$ cat src/hsc_pkg.sv
`default_nettype none

package hsc_pkg;

    localparam int MAX_CODE_BITS = 63;
    localparam int WORD_W        = 63;
    localparam int CNT_W         = 6;
    localparam int PAR_W         = 6;
    localparam int LEN_ENTRIES   = 2 ** CNT_W;

    typedef logic [WORD_W-1:0]            word_t;
    typedef logic [CNT_W-1:0]             count_t;
    typedef logic [PAR_W-1:0]             syn_t;
    typedef count_t [LEN_ENTRIES-1:0]     len_table_t;
    typedef word_t [PAR_W-1:0]            cover_table_t;
    typedef count_t [WORD_W-1:0]          map_table_t;

    typedef enum logic {
        KIND_ENCODE = 1'b0,
        KIND_DECODE = 1'b1
    } kind_t;

    // Least r with 2^r - r >= m + 1
    function automatic int parity_count(input int m);
        int r;
        r = 0;
        while (((1 << r) - r) < (m + 1)) begin
            r++;
        end
        return r;
    endfunction

    function automatic logic is_pow2(input int x);
        return (x != 0) && ((x & (x - 1)) == 0);
    endfunction

    // Codeword length per data length, zero where the data length is unusable
    function automatic len_table_t build_enc_len();
        len_table_t t;
        int n;
        for (int m = 0; m < LEN_ENTRIES; m++) begin
            n = m + parity_count(m);
            t[m] = ((m != 0) && (n <= MAX_CODE_BITS)) ? count_t'(n) : '0;
        end
        return t;
    endfunction

    // Data length per codeword length, zero where the codeword length is unusable
    function automatic len_table_t build_dec_len();
        len_table_t t;
        int r;
        int m;
        for (int n = 0; n < LEN_ENTRIES; n++) begin
            r = 0;
            for (int p = 1; p <= n; p = p << 1) begin
                r++;
            end
            m = n - r;
            t[n] = ((n != 0) && (n <= MAX_CODE_BITS) && (m > 0) && (parity_count(m) == r))
                ? count_t'(m) : '0;
        end
        return t;
    endfunction

    // Bits of the word covered by each parity check
    function automatic cover_table_t build_cover();
        cover_table_t t;
        for (int k = 0; k < PAR_W; k++) begin
            for (int i = 0; i < WORD_W; i++) begin
                t[k][i] = (((i + 1) >> k) & 1) != 0;
            end
        end
        return t;
    endfunction

    function automatic word_t build_par_mask();
        word_t t;
        for (int i = 0; i < WORD_W; i++) begin
            t[i] = is_pow2(i + 1);
        end
        return t;
    endfunction

    // For each codeword bit, the data bit it carries (zero at parity positions)
    function automatic map_table_t build_pos_to_data();
        map_table_t t;
        int d;
        d = 0;
        for (int i = 0; i < WORD_W; i++) begin
            if (is_pow2(i + 1)) begin
                t[i] = '0;
            end else begin
                t[i] = count_t'(d);
                d++;
            end
        end
        return t;
    endfunction

    // For each data bit, the codeword bit that carries it
    function automatic map_table_t build_data_pos();
        map_table_t t;
        int d;
        t = '0;
        d = 0;
        for (int i = 0; i < WORD_W; i++) begin
            if (!is_pow2(i + 1)) begin
                t[d] = count_t'(i);
                d++;
            end
        end
        return t;
    endfunction

    function automatic word_t build_data_has();
        word_t t;
        int d;
        t = '0;
        d = 0;
        for (int i = 0; i < WORD_W; i++) begin
            if (!is_pow2(i + 1)) begin
                t[d] = 1'b1;
                d++;
            end
        end
        return t;
    endfunction

    localparam len_table_t   ENC_LEN     = build_enc_len();
    localparam len_table_t   DEC_LEN     = build_dec_len();
    localparam cover_table_t COVER       = build_cover();
    localparam word_t        PAR_MASK    = build_par_mask();
    localparam map_table_t   POS_TO_DATA = build_pos_to_data();
    localparam map_table_t   DATA_POS    = build_data_pos();
    localparam word_t        DATA_HAS    = build_data_has();

endpackage

`default_nettype wire

$ cat src/hamming_sec_codec_core.sv
// Hamming single-error-correcting encoder / decoder, variable length.
// Input channel (s_valid / s_ready): s_kind selects encode or decode,
// s_word carries data or codeword bits (bit i is position i+1), s_bit_count
// gives how many of them count, s_correct asks the decoder to fix the bit the
// syndrome names.
// Result channel (m_valid / m_ready): the codeword or extracted data, its
// length, the syndrome and the error_seen, bad_syndrome and bad_length flags.
// Every input beat gives exactly one result beat, in order.
// A beat passes from the input register to the result register, which drives
// m_valid. Throughput: one beat per cycle unless m_ready stalls; the parity
// trees, correction and bit placement all sit in the single logic stage
// between the two registers.
// Reset (aresetn low, synchronous) empties both registers; s_ready is
// already high when aresetn is released.
// When the receiver stalls, the result register holds its beat and the input
// register still takes one more beat; s_ready then drops until m_ready frees
// a place, and nothing is lost or repeated.
`default_nettype none

module hamming_sec_codec_core (
    input  wire logic                  aclk,
    input  wire logic                  aresetn,

    input  wire logic                  s_valid,
    output logic                       s_ready,
    input  wire logic                  s_kind,
    input  wire hsc_pkg::word_t        s_word,
    input  wire hsc_pkg::count_t       s_bit_count,
    input  wire logic                  s_correct,

    output logic                       m_valid,
    input  wire logic                  m_ready,
    output hsc_pkg::word_t             m_result_word,
    output hsc_pkg::count_t            m_result_bits,
    output hsc_pkg::syn_t              m_syndrome,
    output logic                       m_error_seen,
    output logic                       m_bad_syndrome,
    output logic                       m_bad_length
);

    // input register
    logic               in_valid_reg, in_valid_next;
    logic               kind_reg;
    hsc_pkg::word_t     word_reg;
    hsc_pkg::count_t    bit_count_reg;
    logic               correct_reg;

    // result register
    logic               out_valid_reg, out_valid_next;
    hsc_pkg::word_t     result_word_reg, result_word_next;
    hsc_pkg::count_t    result_bits_reg, result_bits_next;
    hsc_pkg::syn_t      syndrome_reg, syndrome_next;
    logic               error_seen_reg, error_seen_next;
    logic               bad_syndrome_reg, bad_syndrome_next;
    logic               bad_length_reg, bad_length_next;

    logic               out_space;
    logic               advance;
    logic               s_take;

    // datapath
    hsc_pkg::word_t     count_mask;
    hsc_pkg::word_t     enc_data;
    hsc_pkg::word_t     enc_spread;
    hsc_pkg::word_t     enc_word;
    hsc_pkg::count_t    enc_len;
    hsc_pkg::word_t     dec_cw;
    hsc_pkg::syn_t      dec_syn;
    logic               dec_bad_syn;
    hsc_pkg::word_t     dec_flip;
    hsc_pkg::word_t     dec_fixed;
    hsc_pkg::word_t     dec_data;
    hsc_pkg::count_t    dec_len;

    assign out_space = !out_valid_reg || m_ready;
    assign advance   = in_valid_reg && out_space;
    assign s_ready   = !in_valid_reg || out_space;
    assign s_take    = s_valid && s_ready;

    always_comb begin
        in_valid_next  = s_take || (in_valid_reg && !advance);
        out_valid_next = advance || (out_valid_reg && !m_ready);
    end

    always_ff @(posedge aclk) begin
        if (!aresetn) begin
            in_valid_reg  <= 1'b0;
            out_valid_reg <= 1'b0;
        end else begin
            in_valid_reg  <= in_valid_next;
            out_valid_reg <= out_valid_next;
        end
    end

    always_ff @(posedge aclk) begin
        if (s_take) begin
            kind_reg      <= s_kind;
            word_reg      <= s_word;
            bit_count_reg <= s_bit_count;
            correct_reg   <= s_correct;
        end
    end

    // Bits below bit_count are meaningful
    always_comb begin
        for (int i = 0; i < hsc_pkg::WORD_W; i++) begin
            count_mask[i] = ({1'b0, bit_count_reg} > (hsc_pkg::CNT_W + 1)'(i));
        end
    end

    // Encode: spread data over non-power-of-two positions, then fill parity
    always_comb begin
        enc_len  = hsc_pkg::ENC_LEN[bit_count_reg];
        enc_data = word_reg & count_mask;
        for (int i = 0; i < hsc_pkg::WORD_W; i++) begin
            enc_spread[i] = !hsc_pkg::PAR_MASK[i] && enc_data[hsc_pkg::POS_TO_DATA[i]];
        end
        enc_word = enc_spread;
        for (int k = 0; k < hsc_pkg::PAR_W; k++) begin
            enc_word[(1 << k) - 1] = ^(enc_spread & hsc_pkg::COVER[k]);
        end
    end

    // Decode: syndrome, optional single-bit fix, then strip parity
    always_comb begin
        dec_len = hsc_pkg::DEC_LEN[bit_count_reg];
        dec_cw  = word_reg & count_mask;
        for (int k = 0; k < hsc_pkg::PAR_W; k++) begin
            dec_syn[k] = ^(dec_cw & hsc_pkg::COVER[k]);
        end
        dec_bad_syn = (dec_syn > bit_count_reg);
        for (int i = 0; i < hsc_pkg::WORD_W; i++) begin
            dec_flip[i] = correct_reg && !dec_bad_syn
                          && (dec_syn == hsc_pkg::syn_t'(i + 1));
        end
        dec_fixed = dec_cw ^ dec_flip;
        for (int d = 0; d < hsc_pkg::WORD_W; d++) begin
            dec_data[d] = hsc_pkg::DATA_HAS[d] && dec_fixed[hsc_pkg::DATA_POS[d]];
        end
    end

    always_comb begin
        result_word_next  = '0;
        result_bits_next  = '0;
        syndrome_next     = '0;
        error_seen_next   = 1'b0;
        bad_syndrome_next = 1'b0;
        bad_length_next   = 1'b0;
        case (kind_reg)
            hsc_pkg::KIND_ENCODE: begin
                if (enc_len == '0) begin
                    bad_length_next = 1'b1;
                end else begin
                    result_word_next = enc_word;
                    result_bits_next = enc_len;
                end
            end
            hsc_pkg::KIND_DECODE: begin
                if (dec_len == '0) begin
                    bad_length_next = 1'b1;
                end else begin
                    result_word_next  = dec_data;
                    result_bits_next  = dec_len;
                    syndrome_next     = dec_syn;
                    error_seen_next   = (dec_syn != '0);
                    bad_syndrome_next = dec_bad_syn;
                end
            end
            default: begin
                bad_length_next = 1'b1;
            end
        endcase
    end

    // Load a fresh beat only when the result register is free
    always_ff @(posedge aclk) begin
        if (advance) begin
            result_word_reg  <= result_word_next;
            result_bits_reg  <= result_bits_next;
            syndrome_reg     <= syndrome_next;
            error_seen_reg   <= error_seen_next;
            bad_syndrome_reg <= bad_syndrome_next;
            bad_length_reg   <= bad_length_next;
        end
    end

    assign m_valid        = out_valid_reg;
    assign m_result_word  = result_word_reg;
    assign m_result_bits  = result_bits_reg;
    assign m_syndrome     = syndrome_reg;
    assign m_error_seen   = error_seen_reg;
    assign m_bad_syndrome = bad_syndrome_reg;
    assign m_bad_length   = bad_length_reg;

endmodule

`default_nettype wire
$ cat config.mk
export PLATFORM = sky130hd
export DESIGN_NAME = hamming_sec_codec_core
export DESIGN_NICKNAME = d
export VERILOG_FILES = /design/src/hsc_pkg.sv /design/src/hamming_sec_codec_core.sv
export SDC_FILE = /design/constraint.sdc
export NUM_CORES = 1
export LEC_CHECK = 0
export BUFFER_PORTS_ARGS = -buffer_cell sky130_fd_sc_hd__buf_2
export CORE_ASPECT_RATIO = 0.75
export CORE_MARGIN = 2
export CORE_UTILIZATION = 40
export CTS_CLUSTER_DIAMETER = 30
export CTS_CLUSTER_SIZE = 16
export DETAILED_ROUTE_END_ITERATION = 10
export PLACE_DENSITY = 0.62
export REMOVE_ABC_BUFFERS = 1
export SYNTH_ARGS = -nofsm -noshare
export SYNTH_HDL_FRONTEND = slang
export SYNTH_SLANG_ARGS = --single-unit
$ cat constraint.sdc
create_clock -name aclk -period 7 [get_ports aclk]
set_clock_uncertainty 0.05 [all_clocks]
set_input_delay 2.1 -clock aclk [delete_from_list [all_inputs] [get_ports aclk]]
set_output_delay 2.1 -clock aclk [all_outputs]
set_load 0.05 [all_outputs]
==> out/metrics.cfg <==
[run_status]
status = finished, final reports clean

[synth]
async_reset_ff_frac = 0
ys_top_cells_by_area = edfxtp_1, xnor2_1, xnor3_1
yosysWarnings = 0
yosysUniqueCellTypes = 96
yosysTopAreaCellShare = 0.3981
post-synth-top-count-cell = edfxtp_1
synth_seq_cells = 163
yosysSeqAreaShare = 0.4230
synth_edf_count = 149
synthCells = 1085
ys_dominant_reg_cell = edfxtp_1
synth.top_cells.by_count = edfxtp_1, nor2_1, nand2_1
synth_area_um2 = 11240
syn_avg_cell_area_um2 = 10.36
yosysTopAreaCell = edfxtp_1

[clock_tree]
root_buffer = clkbuf_16
cts_tree = yes
postCtsHoldBufs = 0
cts_max_level = 4
cts.path.max_buffers = 2
clk_pin_slew_ns = 0.06
cts_num_sinks = 163
cts_resized = 0
cts_buffers = 17
cts_setup_buffers = 0
clock_latency_ns = 0.45

[sta]
worstMarginPinSlew_ns = 1.141
timing.final.crit_share = 0.8766
max-slew-margin-rel = 0.2391
hold_viol = 0
setup_viol = 0
rsz0062_at_grt = no
max_freq_mhz = 163.0
final.setup.tns_ns = 0
period_needed_ns = 6.136
slew_violations = 0

[detailed_routing]
totalWireLength_um = 40310
ant_nets = 0
post_drt_via_cell_ratio = 6.065
vias = 9777
firstDrtPassIters = 7
first_iter_violations = 1604
drc = 0
wl_per_cell_um = 25.00

[die]
die_y_um = 149.2
die_x_um = 197.6
rows = 53
core_area_um2 = 27850
io_pins = 155
start_util = 0.4035
die_area_um2 = 29470

[finish]
fin_util = 0.4700
nets = 1332
drive_gt1_frac = 0.2344
area_growth_pct = 16.46

[pwr]
powerDensity_nw_per_um2 = 309.0
max-vdd-ir-drop_mv = 0.2111
p_leak_uw = 0.004931

[min_path]
min_path_type = flop to flop

[grt]
grt_pass1_wl_um = 58640
grtUsageTotal = 0.2759
grt_max_degree = 74
grt_pass1_vias = 8947
antenna_found_initial = 0
grt_overflow = 0

[worst_setup_path]
start_kind = flop
critical-path-max-stage-delay_ns = 1.01
path_cells = buf_4, nor2b_1, a21o_1, xor2_1, a21oi_2, xnor3_1, xnor2_2, xor2_2, xnor2_1, inv_2, ha_1, a21o_1, a21oi_1, o21ai_0, o21ai_0, nand2_1, buf_4, or4_1, nand2_1, a211oi_1, a311o_1
cp_slowest_cell = edfxtp_1
cp-end-kind = flop
path_buf_inv = 3
cp.arrival_ns = 6.28
critical_path_peak_fanout = 25
cp_data_required_time_ns = 7.14
critPathTopFamily = XOR/XNOR gates
reg2reg_slack_ns = 0.86
crit_type = flop to flop

[placement]
port_buffers = 154
place_congestion = 1.024
dpl.hpwl_um = 30810

[run]
timing.max_cap.violations = 0

## final timing paths
check                        startpoint                          to  cells after the start
max reg2reg  bit_count_reg[0]$_DFFE_PP_  m_result_word[6]$_DFFE_PP_                     21
min             in_valid_reg$_SDFF_PN0_          m_valid$_SDFF_PN0_                      1
min reg2reg     in_valid_reg$_SDFF_PN0_          m_valid$_SDFF_PN0_                      1
max          bit_count_reg[0]$_DFFE_PP_  m_result_word[6]$_DFFE_PP_                     21
## placed cells by master (no fill, tap or decap), drive strengths merged, types with 20 or more instances in the layout
cell,n
o311ai,23
nand2,82
o211ai,43
xnor2,84
xnor3,20
edfxtp,149
a21oi,47
xor2,42
buf,211
nand3,59
nor2,86
o21ai,62
inv,22
## per-stage QoR
step	std cells	area [um^2]	power (uW)	hold WS, ns	setup slack (ns)
CTS	1611	13090	4004	0.4880	0.9705
finish	1612	13090	4044	0.4822	0.8639
global placement	1579	12520	3081	0.4615	1.013
detailed placement	1579	12520	3077	0.4642	0.9739
global route	1611	13090	4205	0.5283	0.4799
floorplan	1011	10840	2470	0.4268	0.3884
## final cells by class
cell class | count | area [um^2]
Clock inverter | 13 | 126.4
Inverter | 20 | 76.32
Timing Repair Buffer | 211 | 1199
Multi-Input combinational cell | 828 | 6042
Tap cell | 357 | 446.7
Antenna cell | 1 | 2.502
Sequential cell | 163 | 4755
Clock buffer | 19 | 442.9
Fill cell | 2653 | 14760
## logic make-up after synthesis
group / share of synthesized area
xor gates and xnor gates: 0.1425
DFF: 0.4230
muxes: 0.01859
adders and majority gates: 0.01781
buffers and inverters: 0.04230
AOI/OAI and AO/OA: 0.2088
and+or+nand+nor: 0.1469
## power by group
part / internal, uW / switching, uW
registers: 1170 / 56.5
logic: 631 / 1270
clock network: 504 / 415
## metal layers
metal / vias to the layer above / GRT usage / wire length, um
met2: 641 / 0.3748 / 16110
met3: 77 / 0.07936 / 4990
met5: - / 0 / 0
met4: 0 / 0.09774 / 1140
met1: 4655 / 0.4127 / 18070
li1: 4404 / - / -
Note: power is estimated with default switching activity, not from simulation.
